`config.mk`:
```
export PLATFORM = sky130hd
export DESIGN_NAME = mcm_frac_div
export DESIGN_NICKNAME = d
export VERILOG_FILES = /design/src/rtl/mcm_pkg.sv /design/src/rtl/mcm_frac_div.sv
export SDC_FILE = /design/constraint.sdc
export NUM_CORES = 1
export LEC_CHECK = 0
export BUFFER_PORTS_ARGS = -buffer_cell sky130_fd_sc_hd__buf_4
export CORE_UTILIZATION = 39
export DETAILED_ROUTE_END_ITERATION = 6
export GPL_TIMING_DRIVEN = 0
export PLACE_DENSITY = 0.66
export REMOVE_ABC_BUFFERS = 1
export SYNTH_ARGS = -nofsm -noshare
export SYNTH_HDL_FRONTEND = slang
export SYNTH_SLANG_ARGS = --single-unit
```
`constraint.sdc`:
```
create_clock -name clk_i -period 6.3 [get_ports clk_i]
set_input_delay 0 -clock clk_i [delete_from_list [all_inputs] [get_ports clk_i]]
set_output_delay 0 -clock clk_i [all_outputs]
set_load 0.05 [all_outputs]
```
`src/rtl/mcm_pkg.sv`:
```
// ----------------------------------------------------------------------------
// Marching-cubes cell mesher package
// Shared constants, types, edge tables and the triangle case table.
// ----------------------------------------------------------------------------
`default_nettype none

package mcm_pkg;

  localparam int MAX_RES_X  = 64;
  localparam int MAX_RES_Y  = 64;
  localparam int MAX_LAYERS = 1024;
  localparam int INDEX_BITS = 24;

  localparam int XW  = $clog2(MAX_RES_X);
  localparam int YW  = $clog2(MAX_RES_Y);
  localparam int ZW  = $clog2(MAX_LAYERS);
  localparam int IW  = INDEX_BITS;
  localparam int LAYER_ROWS = MAX_RES_X * MAX_RES_Y;
  localparam int LAW = $clog2(LAYER_ROWS);

  localparam logic [IW-1:0] IDX_MAX = {IW{1'b1}};

  localparam logic KIND_VERTEX = 1'b0;
  localparam logic KIND_TRI    = 1'b1;

  typedef struct packed {
    logic          ok;
    logic [IW-1:0] id;
  } edge_ent_t;

  typedef edge_ent_t [3:0] layer_row_t;  // edges 4..7 of the cube below
  typedef edge_ent_t [2:0] row_row_t;    // edges 11, 6, 10 of the cube in the previous row

  typedef struct packed {
    logic           rd_en;
    logic           wr_en;
    logic [LAW-1:0] laddr;
    logic [XW-1:0]  raddr;
  } es_cmd_t;

  typedef enum logic [3:0] {
    ST_IDLE,
    ST_RD,
    ST_DEC,
    ST_VSEL,
    ST_DIV,
    ST_VOUT,
    ST_TRI,
    ST_WB
  } mcm_state_e;

  typedef enum logic [1:0] {
    DIV_IDLE,
    DIV_LOAD,
    DIV_PREP,
    DIV_RUN
  } div_state_e;

  typedef struct packed {
    logic [4:0]       vld;
    logic [14:0][3:0] edges;
  } tri_list_t;

  localparam logic [2:0] EDGE_END0 [12] = '{
    3'd0, 3'd1, 3'd2, 3'd3, 3'd4, 3'd5, 3'd6, 3'd7, 3'd0, 3'd1, 3'd2, 3'd3
  };
  localparam logic [2:0] EDGE_END1 [12] = '{
    3'd1, 3'd2, 3'd3, 3'd0, 3'd5, 3'd6, 3'd7, 3'd4, 3'd4, 3'd5, 3'd6, 3'd7
  };

  // creation order of new edge vertices
  localparam logic [3:0] NEW_ORDER [8] = '{
    4'd4, 4'd8, 4'd9, 4'd7, 4'd11, 4'd5, 4'd6, 4'd10
  };

  function automatic logic is_fresh(logic [3:0] e, logic x0, logic y0);
    logic r;
    r = (e == 4'd5) || (e == 4'd6) || (e == 4'd10) ||
        (y0 && ((e == 4'd4) || (e == 4'd8) || (e == 4'd9))) ||
        (x0 && ((e == 4'd7) || (e == 4'd11)));
    return r;
  endfunction

  // Each entry is an ASCII string of hex edge digits, right aligned.
  localparam logic [119:0] TRI_STR [256] = '{
    "","083","019","183981","12a","08312a","92a029","2832a8a98",
    "3b2","0b28b0","19023b","1b219b98b","3a1ba3","0a108a8ba","3903b9ba9","98aa8b",
    "478","430734","019847","419471731","12a847","34730412a","92a902847","2a9297273794",
    "8473b2","b47b24204","90184723b","47b94b9b2921","3a13ba784","1ba14b1047b4",
    "47890b9bab03","47b4b99ba",
    "954","954083","054150","854835315","12a954","30812a495","52a542402","2a5325354348",
    "95423b","0b208b495","05401523b","21525828b485","a3ba13954","4950818a18ba",
    "54050b5bab03","54858aa8b",
    "978579","930953573","078017157","153357","978957a12","a12950530573","802825857a52",
    "2a5253357",
    "7957893b2","95797292027b","23b018178157","b21b17715","958857a13a3b",
    "5705097b010aba0","ba0b03a50807570","ba57b5",
    "a65","0835a6","9015a6","1831985a6","165261","165126308","965906026","598582526328",
    "23ba65","b08b20a65","01923b5a6","5a61929b298b","63b653513","08b0b50515b6",
    "3b6036065059","65969bb98",
    "5a6478","43047365a","1905a6847","a65197173794","612651478","125526304347",
    "847905065026","739794329596269",
    "3b2784a65","5a647242027b","01947823b5a6","9219b294b7b45a6","8473b53515b6",
    "51b5b610b7b404b","059065036b63847","65969b4797b9",
    "a4964a","4a649a083","a01a60640","83181686461a","149124264","308129249264","024426",
    "832824426",
    "a49a64b23","08228b49a4a6","3b201606461a","64161a48121b8b1","964936913b63",
    "8b1810b61914641","3b6360064","648b68",
    "7a678a89a","0730a709a67a","a671a7178180","a67a71173","126168189867",
    "269291679093739","780706602","732672",
    "23ba68a89867","20727b09767a9a7","1801781a767a23b","b21b17a61671",
    "896867916b63136","091b67","7807063b0b60","7b6",
    "76b","308b76","019b76","819831b76","a126b7","12a3086b7","2902a96b7","6b72a3a83a98",
    "723627","708760620","276237019","162186198876","a76a17137","a7617a187108",
    "03707a0a96a7","76a7a88a9",
    "684b86","36b306046","86b846901","946963931b36","6846b82a1","12a30b06b046",
    "4b846b0292a9","a93a32943b36463",
    "823842462","042462","190234246438","194142246","8138618466a1","a10a06604",
    "4634386a3039a93","a946a4",
    "49576b","083495b76","50154076b","b76834354315","954a1276b","6b712a083495",
    "76b54a42a402","348354325a52b76",
    "723762549","954086062687","362376150540","628687218485158","954a16176137",
    "16a176107870954","40a4a503a6a737a","76a7a854a48a",
    "6956b9b89","36b063056095","0b805b01556b","6b3635531","12a95b9b8b56",
    "0b306b09656912a","b85b56805a52025","6b36352a3a53",
    "589528562382","956960062","158180568382628","156216","13616a386569896",
    "a10a06950560","03856a","a56",
    "b5a75b","b5ab75830","5b75ab190","a75ab7981831","b12b71751","08312717572b",
    "9759279022b7","75272b592328982",
    "25a235375","820852875a25","9015a35373a2","982921872a25752","135375","087071175",
    "903935537","987597",
    "5845a8ab8","5045b05abb30","01984a8aba45","ab4a45b34941314","2512852b8458",
    "04b0b345b2b151b","0250592b5458b85","9452b3",
    "25a352345384","5a2524420","3a235a385458019","5a2524192942","845853351","045105",
    "845853905035","945",
    "4b749b9ab","0834979b79ab","1ab1b414074b","3143481a474bab4","4b79b492b912",
    "9749b791b2b1083","b74b42240","b74b42834324",
    "29a279237749","9a7974a27870207","37a3a274a1a040a","1a2874","491417713",
    "491417081871","403743","487",
    "9a8ab8","30939bb9a","01a0a88ab","31ab3a","12b1b99b8","30939b1292b9","02b80b","32b",
    "23828aa89","9a2092","23828a0181a8","1a2","138918","091","038",""
  };

  // Left-align the string and turn each character into an edge number.
  function automatic tri_list_t tri_decode(logic [119:0] s);
    tri_list_t   r;
    logic [3:0]  n;
    logic [6:0]  sh;
    logic [119:0] a;
    logic [7:0]  ch;
    n = '0;
    for (int i = 0; i < 15; i++) begin
      n = n + {3'b0, (s[8*i +: 8] != 8'h00)};
    end
    sh = {(4'd15 - n), 3'b000};
    a  = s << sh;
    for (int j = 0; j < 15; j++) begin
      ch = a[119 - 8*j -: 8];
      r.edges[j] = (ch <= 8'h39) ? 4'(ch - 8'h30) : 4'(ch - 8'h57);
    end
    for (int k = 0; k < 5; k++) begin
      r.vld[k] = (a[119 - 24*k -: 8] != 8'h00);
    end
    return r;
  endfunction

endpackage

`default_nettype wire

```
`src/rtl/mcm_frac_div.sv`:
```
// ----------------------------------------------------------------------------
// Crossing fraction divider
// Bit-serial restoring divider for floor(65536*(thr-a)/(b-a)), ratio clamped to [0,1].
// ----------------------------------------------------------------------------
`default_nettype none

module mcm_frac_div (
  input  logic               clk_i,
  input  logic               rst_ni,
  input  logic               start_i,
  input  logic signed [15:0] a_i,
  input  logic signed [15:0] b_i,
  input  logic signed [15:0] thr_i,
  output logic               done_o,
  output logic [16:0]        quot_o
);

  mcm_pkg::div_state_e state_q, state_d;

  logic signed [16:0] num_q, den_q;
  logic signed [16:0] num_raw, den_raw;
  logic [15:0]        rem_q, rem_d;
  logic [15:0]        dv_q;
  logic [16:0]        quot_q, quot_d;
  logic [3:0]         step_q, step_d;
  logic               done_q, done_d;
  logic signed [16:0] num_cl;
  logic [16:0]        r2;
  logic               ge;

  assign num_raw = 17'(thr_i) - 17'(a_i);
  assign den_raw = 17'(b_i) - 17'(a_i);

  always_comb begin
    if (num_q < 17'sd0) begin
      num_cl = '0;
    end else if (num_q > den_q) begin
      num_cl = den_q;
    end else begin
      num_cl = num_q;
    end
  end

  assign r2 = {rem_q, 1'b0};
  assign ge = (r2 >= {1'b0, dv_q});

  always_comb begin
    state_d = state_q;
    rem_d   = rem_q;
    quot_d  = quot_q;
    step_d  = step_q;
    done_d  = 1'b0;
    unique case (state_q)
      mcm_pkg::DIV_IDLE: begin
        if (start_i) state_d = mcm_pkg::DIV_LOAD;
      end
      mcm_pkg::DIV_LOAD: begin
        state_d = mcm_pkg::DIV_PREP;
      end
      mcm_pkg::DIV_PREP: begin
        step_d = '0;
        quot_d = '0;
        rem_d  = num_cl[15:0];
        if (den_q == 17'sd0) begin
          done_d  = 1'b1;
          state_d = mcm_pkg::DIV_IDLE;
        end else if (num_cl == den_q) begin
          quot_d  = 17'h10000;
          done_d  = 1'b1;
          state_d = mcm_pkg::DIV_IDLE;
        end else begin
          state_d = mcm_pkg::DIV_RUN;
        end
      end
      mcm_pkg::DIV_RUN: begin
        rem_d  = ge ? 16'(r2 - {1'b0, dv_q}) : r2[15:0];
        quot_d = {quot_q[15:0], ge};
        step_d = step_q + 4'd1;
        if (step_q == 4'd15) begin
          done_d  = 1'b1;
          state_d = mcm_pkg::DIV_IDLE;
        end
      end
      default: state_d = mcm_pkg::DIV_IDLE;
    endcase
  end

  always_ff @(posedge clk_i or negedge rst_ni) begin
    if (!rst_ni) begin
      state_q <= mcm_pkg::DIV_IDLE;
      done_q  <= 1'b0;
    end else begin
      state_q <= state_d;
      done_q  <= done_d;
    end
  end

  always_ff @(posedge clk_i) begin
    rem_q  <= rem_d;
    quot_q <= quot_d;
    step_q <= step_d;
    if (state_q == mcm_pkg::DIV_IDLE && start_i) begin
      // sign fix so that the denominator is non-negative
      if (den_raw < 17'sd0) begin
        num_q <= -num_raw;
        den_q <= -den_raw;
      end else begin
        num_q <= num_raw;
        den_q <= den_raw;
      end
    end
    if (state_q == mcm_pkg::DIV_PREP) begin
      dv_q <= den_q[15:0];
    end
  end

  assign done_o = done_q;
  assign quot_o = quot_q;

endmodule

`default_nettype wire

```
==> metrics.md <==
| Metric | Value |
|---|---|
| Number of clock sinks | `90` |
| Worst path slowest cell | `o21ai_0` |
| R2R Setup Slk | `~3.0 ns` |
| Worst path most repeated cell | `o21ai_0` |
| Crit-path max cell delay | `roughly 0.45 ns` |
| DRT Wirelength | `14.6 mm` |
| Max-slew violations | `0` |
| Post-synthesis sequential area ratio | `about two fifths` |
| CP arrival | `3.38 ns` |
| Setup violators final | `0` |
| Fraction of registers with async set/reset | `3.33%` |
| Worst hold slack | `approximately 0.14 ns` |
| First-pass GRT wire length | `24.6 mm` |
| Predominant post-synthesis flop cell | `edfxtp_1` |
| Crit-path cells | `ha_1 -> nor2b_1 -> o21a_1 -> o21ai_0 -> a211oi_1 -> o21ai_0 -> o221ai_2 -> buf_8 -> inv_1 -> nor2_1 -> a211o_1` |
| Filler cells | `1631` |
| Diode count | `0` |
| Die Width | `approximately 140 um` |
| WS Path Type | `flop to flop` |
| Period minus WS final | `~3.3 ns` |
| Status | `complete, no violations` |
| Die area | `approximately 0.019 mm^2` |
| Hold Path Origin | `a_i[0]` |
| CTS tree | `done` |
| Peak VDD IR | `just over 200 uV` |
| Worst reg2reg endpoint | `rem_q[14]$_DFFE_PP_` |
| Core area | `between 0.015 and 0.02 mm^2` |
| Number of flops mapped to enable cells by yosys | `87` |
| Vias in the first global route | `approximately 5.3k` |
| Largest net degree at the start of global routing | `52` |
| Starting density of the core | `between 40% and 50%` |
| Footprint of the multi-input gates | `around 0.004 mm^2` |
| Number of distinct library cells after synthesis | `64` |
| Yosys warning count | `0` |
| F_max | `~0.30 GHz` |
| Fin Setup TNS | `0 ns` |
| DR vias/cell | `roughly 5.3` |
| Count leader, synth | `edfxtp_1` |
| Top cells by area, synth | `edfxtp_1 37%, ha_1 12%, xnor2_1 6.6%` |
| DRT Pass-1 Iters | `5` |
| CP Capture Type | `flop` |
| Root Buffer | `clkbuf_16` |
| Hold EP | `den_q[0]$_DFFE_PP_` |
| Drt drc | `0` |
| Port Buffer Count | `between 60 and 70` |
| Worst hold path type | `input port to flop` |
| R2R Path Start | `rem_q[0]$_DFFE_PP_` |
| Number of nets in the layout | `914` |
| CTS clock-pin slew for the worst setup and hold paths | `roughly 0.070 ns` |
| Critical path's top delay family | `compound AO/OA/AOI/OAI gates` |
| Hold Path Stages | `3` |
| Synth cell count leaders | `87 x edfxtp_1, 75 x inv_1, 68 x ha_1` |
| Slew headroom | `roughly 20%` |
| Total Power | `around 3.2 mW` |
| Synthesized area | `about 0.0070 mm^2` |
| Post-route setup slack | `3.00 ns` |
| Worst EP required | `~6.4 ns` |
| H-tree depth | `3` |
| RSZ-0062 raised after global routing | `false` |
| DRT iter0 DRCs | `between 200 and 250` |
| Number of synthesized register bits | `90` |
| HPWL after DPL | `roughly 12 mm` |
| Worst r2r path cells | `11` |
| Largest area contributor in the netlist | `edfxtp_1` |
| Rows | `between 40 and 50` |
| GRT Total Usage | `between 10% and 20%` |
| Top-level I/O count | `69` |
| WP buf/inv | `2` |
| Clk_skew | `about 0.0082 ns` |
| Period Utilization, post-route | `a little over half` |
| Placer Congestion | `around 0.86` |
| Gate count of the mapped netlist | `between 700 and 800` |
| Clock Latency Late Sink | `approximately 0.33 ns` |
| Post_cts resized | `0` |
| Per-cell routed wire length | `14.3 um` |
| Clock buffer count from CTS | `9` |
| GRT overflow | `0` |
| Seq. cell area | `about 0.0027 mm^2` |
| Worst slew pin tran | `around 1.2 ns` |
| Die Y-Extent | `136 um` |
| Max-cap violations | `0` |
| Leak pwr | `roughly 3.6 nW` |
| Syn avg cell area | `approximately 9.7 um^2` |
| Startpoint types | `flop` |
| Share of layout cells above drive strength 1 | `around an eighth` |
| DRT antenna net count | `0` |
| CP Max Fanout | `15` |
| CTS Buffer Depth | `2` |
| Final hold vios | `0` |
| Top cell type's share of synthesized area | `a little under two fifths` |
| Vias | `around 5.4k` |
| Area Growth Syn to Fin | `16.5%` |
| Power per cell area | `slightly below 400 mW/mm^2` |
| Post-Place Setup Slack | `2.32 ns` |
| Antenna violations before repair | `0` |
==> layout by cell type (no fill, tap or decap), types with 11 or more instances in the layout <==
| master | instances |
|---|---|
| nand2_1 | 28 |
| o21ai_0 | 31 |
| and3_1 | 18 |
| nand3_1 | 17 |
| nand4_1 | 11 |
| edfxtp_1 | 87 |
| o22ai_1 | 15 |
| inv_1 | 75 |
| xnor2_1 | 53 |
| nor2_1 | 53 |
| a21o_1 | 19 |
| mux2i_1 | 28 |
| a21oi_1 | 34 |
| buf_4 | 68 |
| xor2_1 | 24 |
| ha_1 | 68 |
| nor3_1 | 13 |
| o21a_1 | 13 |
==> metal layers <==
layer | vias up | global-route usage, % | wire, um
li1 | 2794 | - | -
met1 | 2486 | 20.7 | 6790
met2 | 95 | 29.5 | 7220
met3 | 17 | 1.64 | 268
met4 | 0 | 5.68 | 311
met5 | - | 0 | 0
==> sequential cells by signal, indices dropped and copies added, names as in the netlist <==
signal,count
step_q,4
quot_o,17
state_q,2
dv_q,16
num_q,17
done_o,1
den_q,17
rem_q,16
==> where the power goes <==
group | switching, mW | internal [mW] | leakage [nW]
clock network | 0.223 | 0.322 | 0.150
logic | 0.950 | 0.659 | 2.52
registers | 0.111 | 0.923 | 0.905
total | 1.28 | 1.90 | 3.57
==> tightest hold or removal path, delay by kind of cell <==
| kind | cells | cell delay, ns |
|---|---|---|
| adders and majority gates | 1 | 0.17 |
| buffers and inverters | 2 | 0.13 |
==> layout make-up <==
type | count | share of cell area, %
clock buffer | 10 | 2.92
clock inverter | 6 | 0.885
inverter | 75 | 3.44
multi-input combinational | 541 | 49.2
sequential | 90 | 32.8
tap | 225 | 3.44
timing repair buffer | 75 | 7.36
==> cell families (layout without fill, tap and decap cells) <==
family	count (synthesis)	in the layout	share of synthesized area, %
compound gates	182	182	17.1
simple gates	182	182	13.2
buf+inv	91	166	4.87
flops	90	90	38.2
xor+xnor	77	77	9.59
fa+ha+maj	71	71	12.9
mux	29	29	4.14
==> metrics by stage <==
stage	cells	util [%]	area, um^2
global placement	999	44.4	7770
detailed placement	1004	45.0	7860
CTS	1022	46.9	8190
finish	1022	46.9	8200
global route	1022	46.9	8200
floorplan	706	-	6970
==> worst max-delay path by stage <==
stage,from,end,cells past startpoint
2_1_floorplan,state_q[1]$_DFFE_PN0P_,den_q[0]$_DFFE_PP_,1
3_3_place_gp,state_q[1]$_DFFE_PN0P_,num_q[13]$_DFFE_PP_,1
3_5_place_dp,b_i[0],den_q[4]$_DFFE_PP_,14
4_1_cts,b_i[0],num_q[9]$_DFFE_PP_,14
5_1_grt,rem_q[0]$_DFFE_PP_,rem_q[14]$_DFFE_PP_,11
6_report,rem_q[0]$_DFFE_PP_,rem_q[14]$_DFFE_PP_,11
==> what timing repair did <==
item,CTS,global route
hold buffers,2,0
hold endpoints to repair,3,0
buffers inserted,0,0
(Power assumes the default switching activity.)
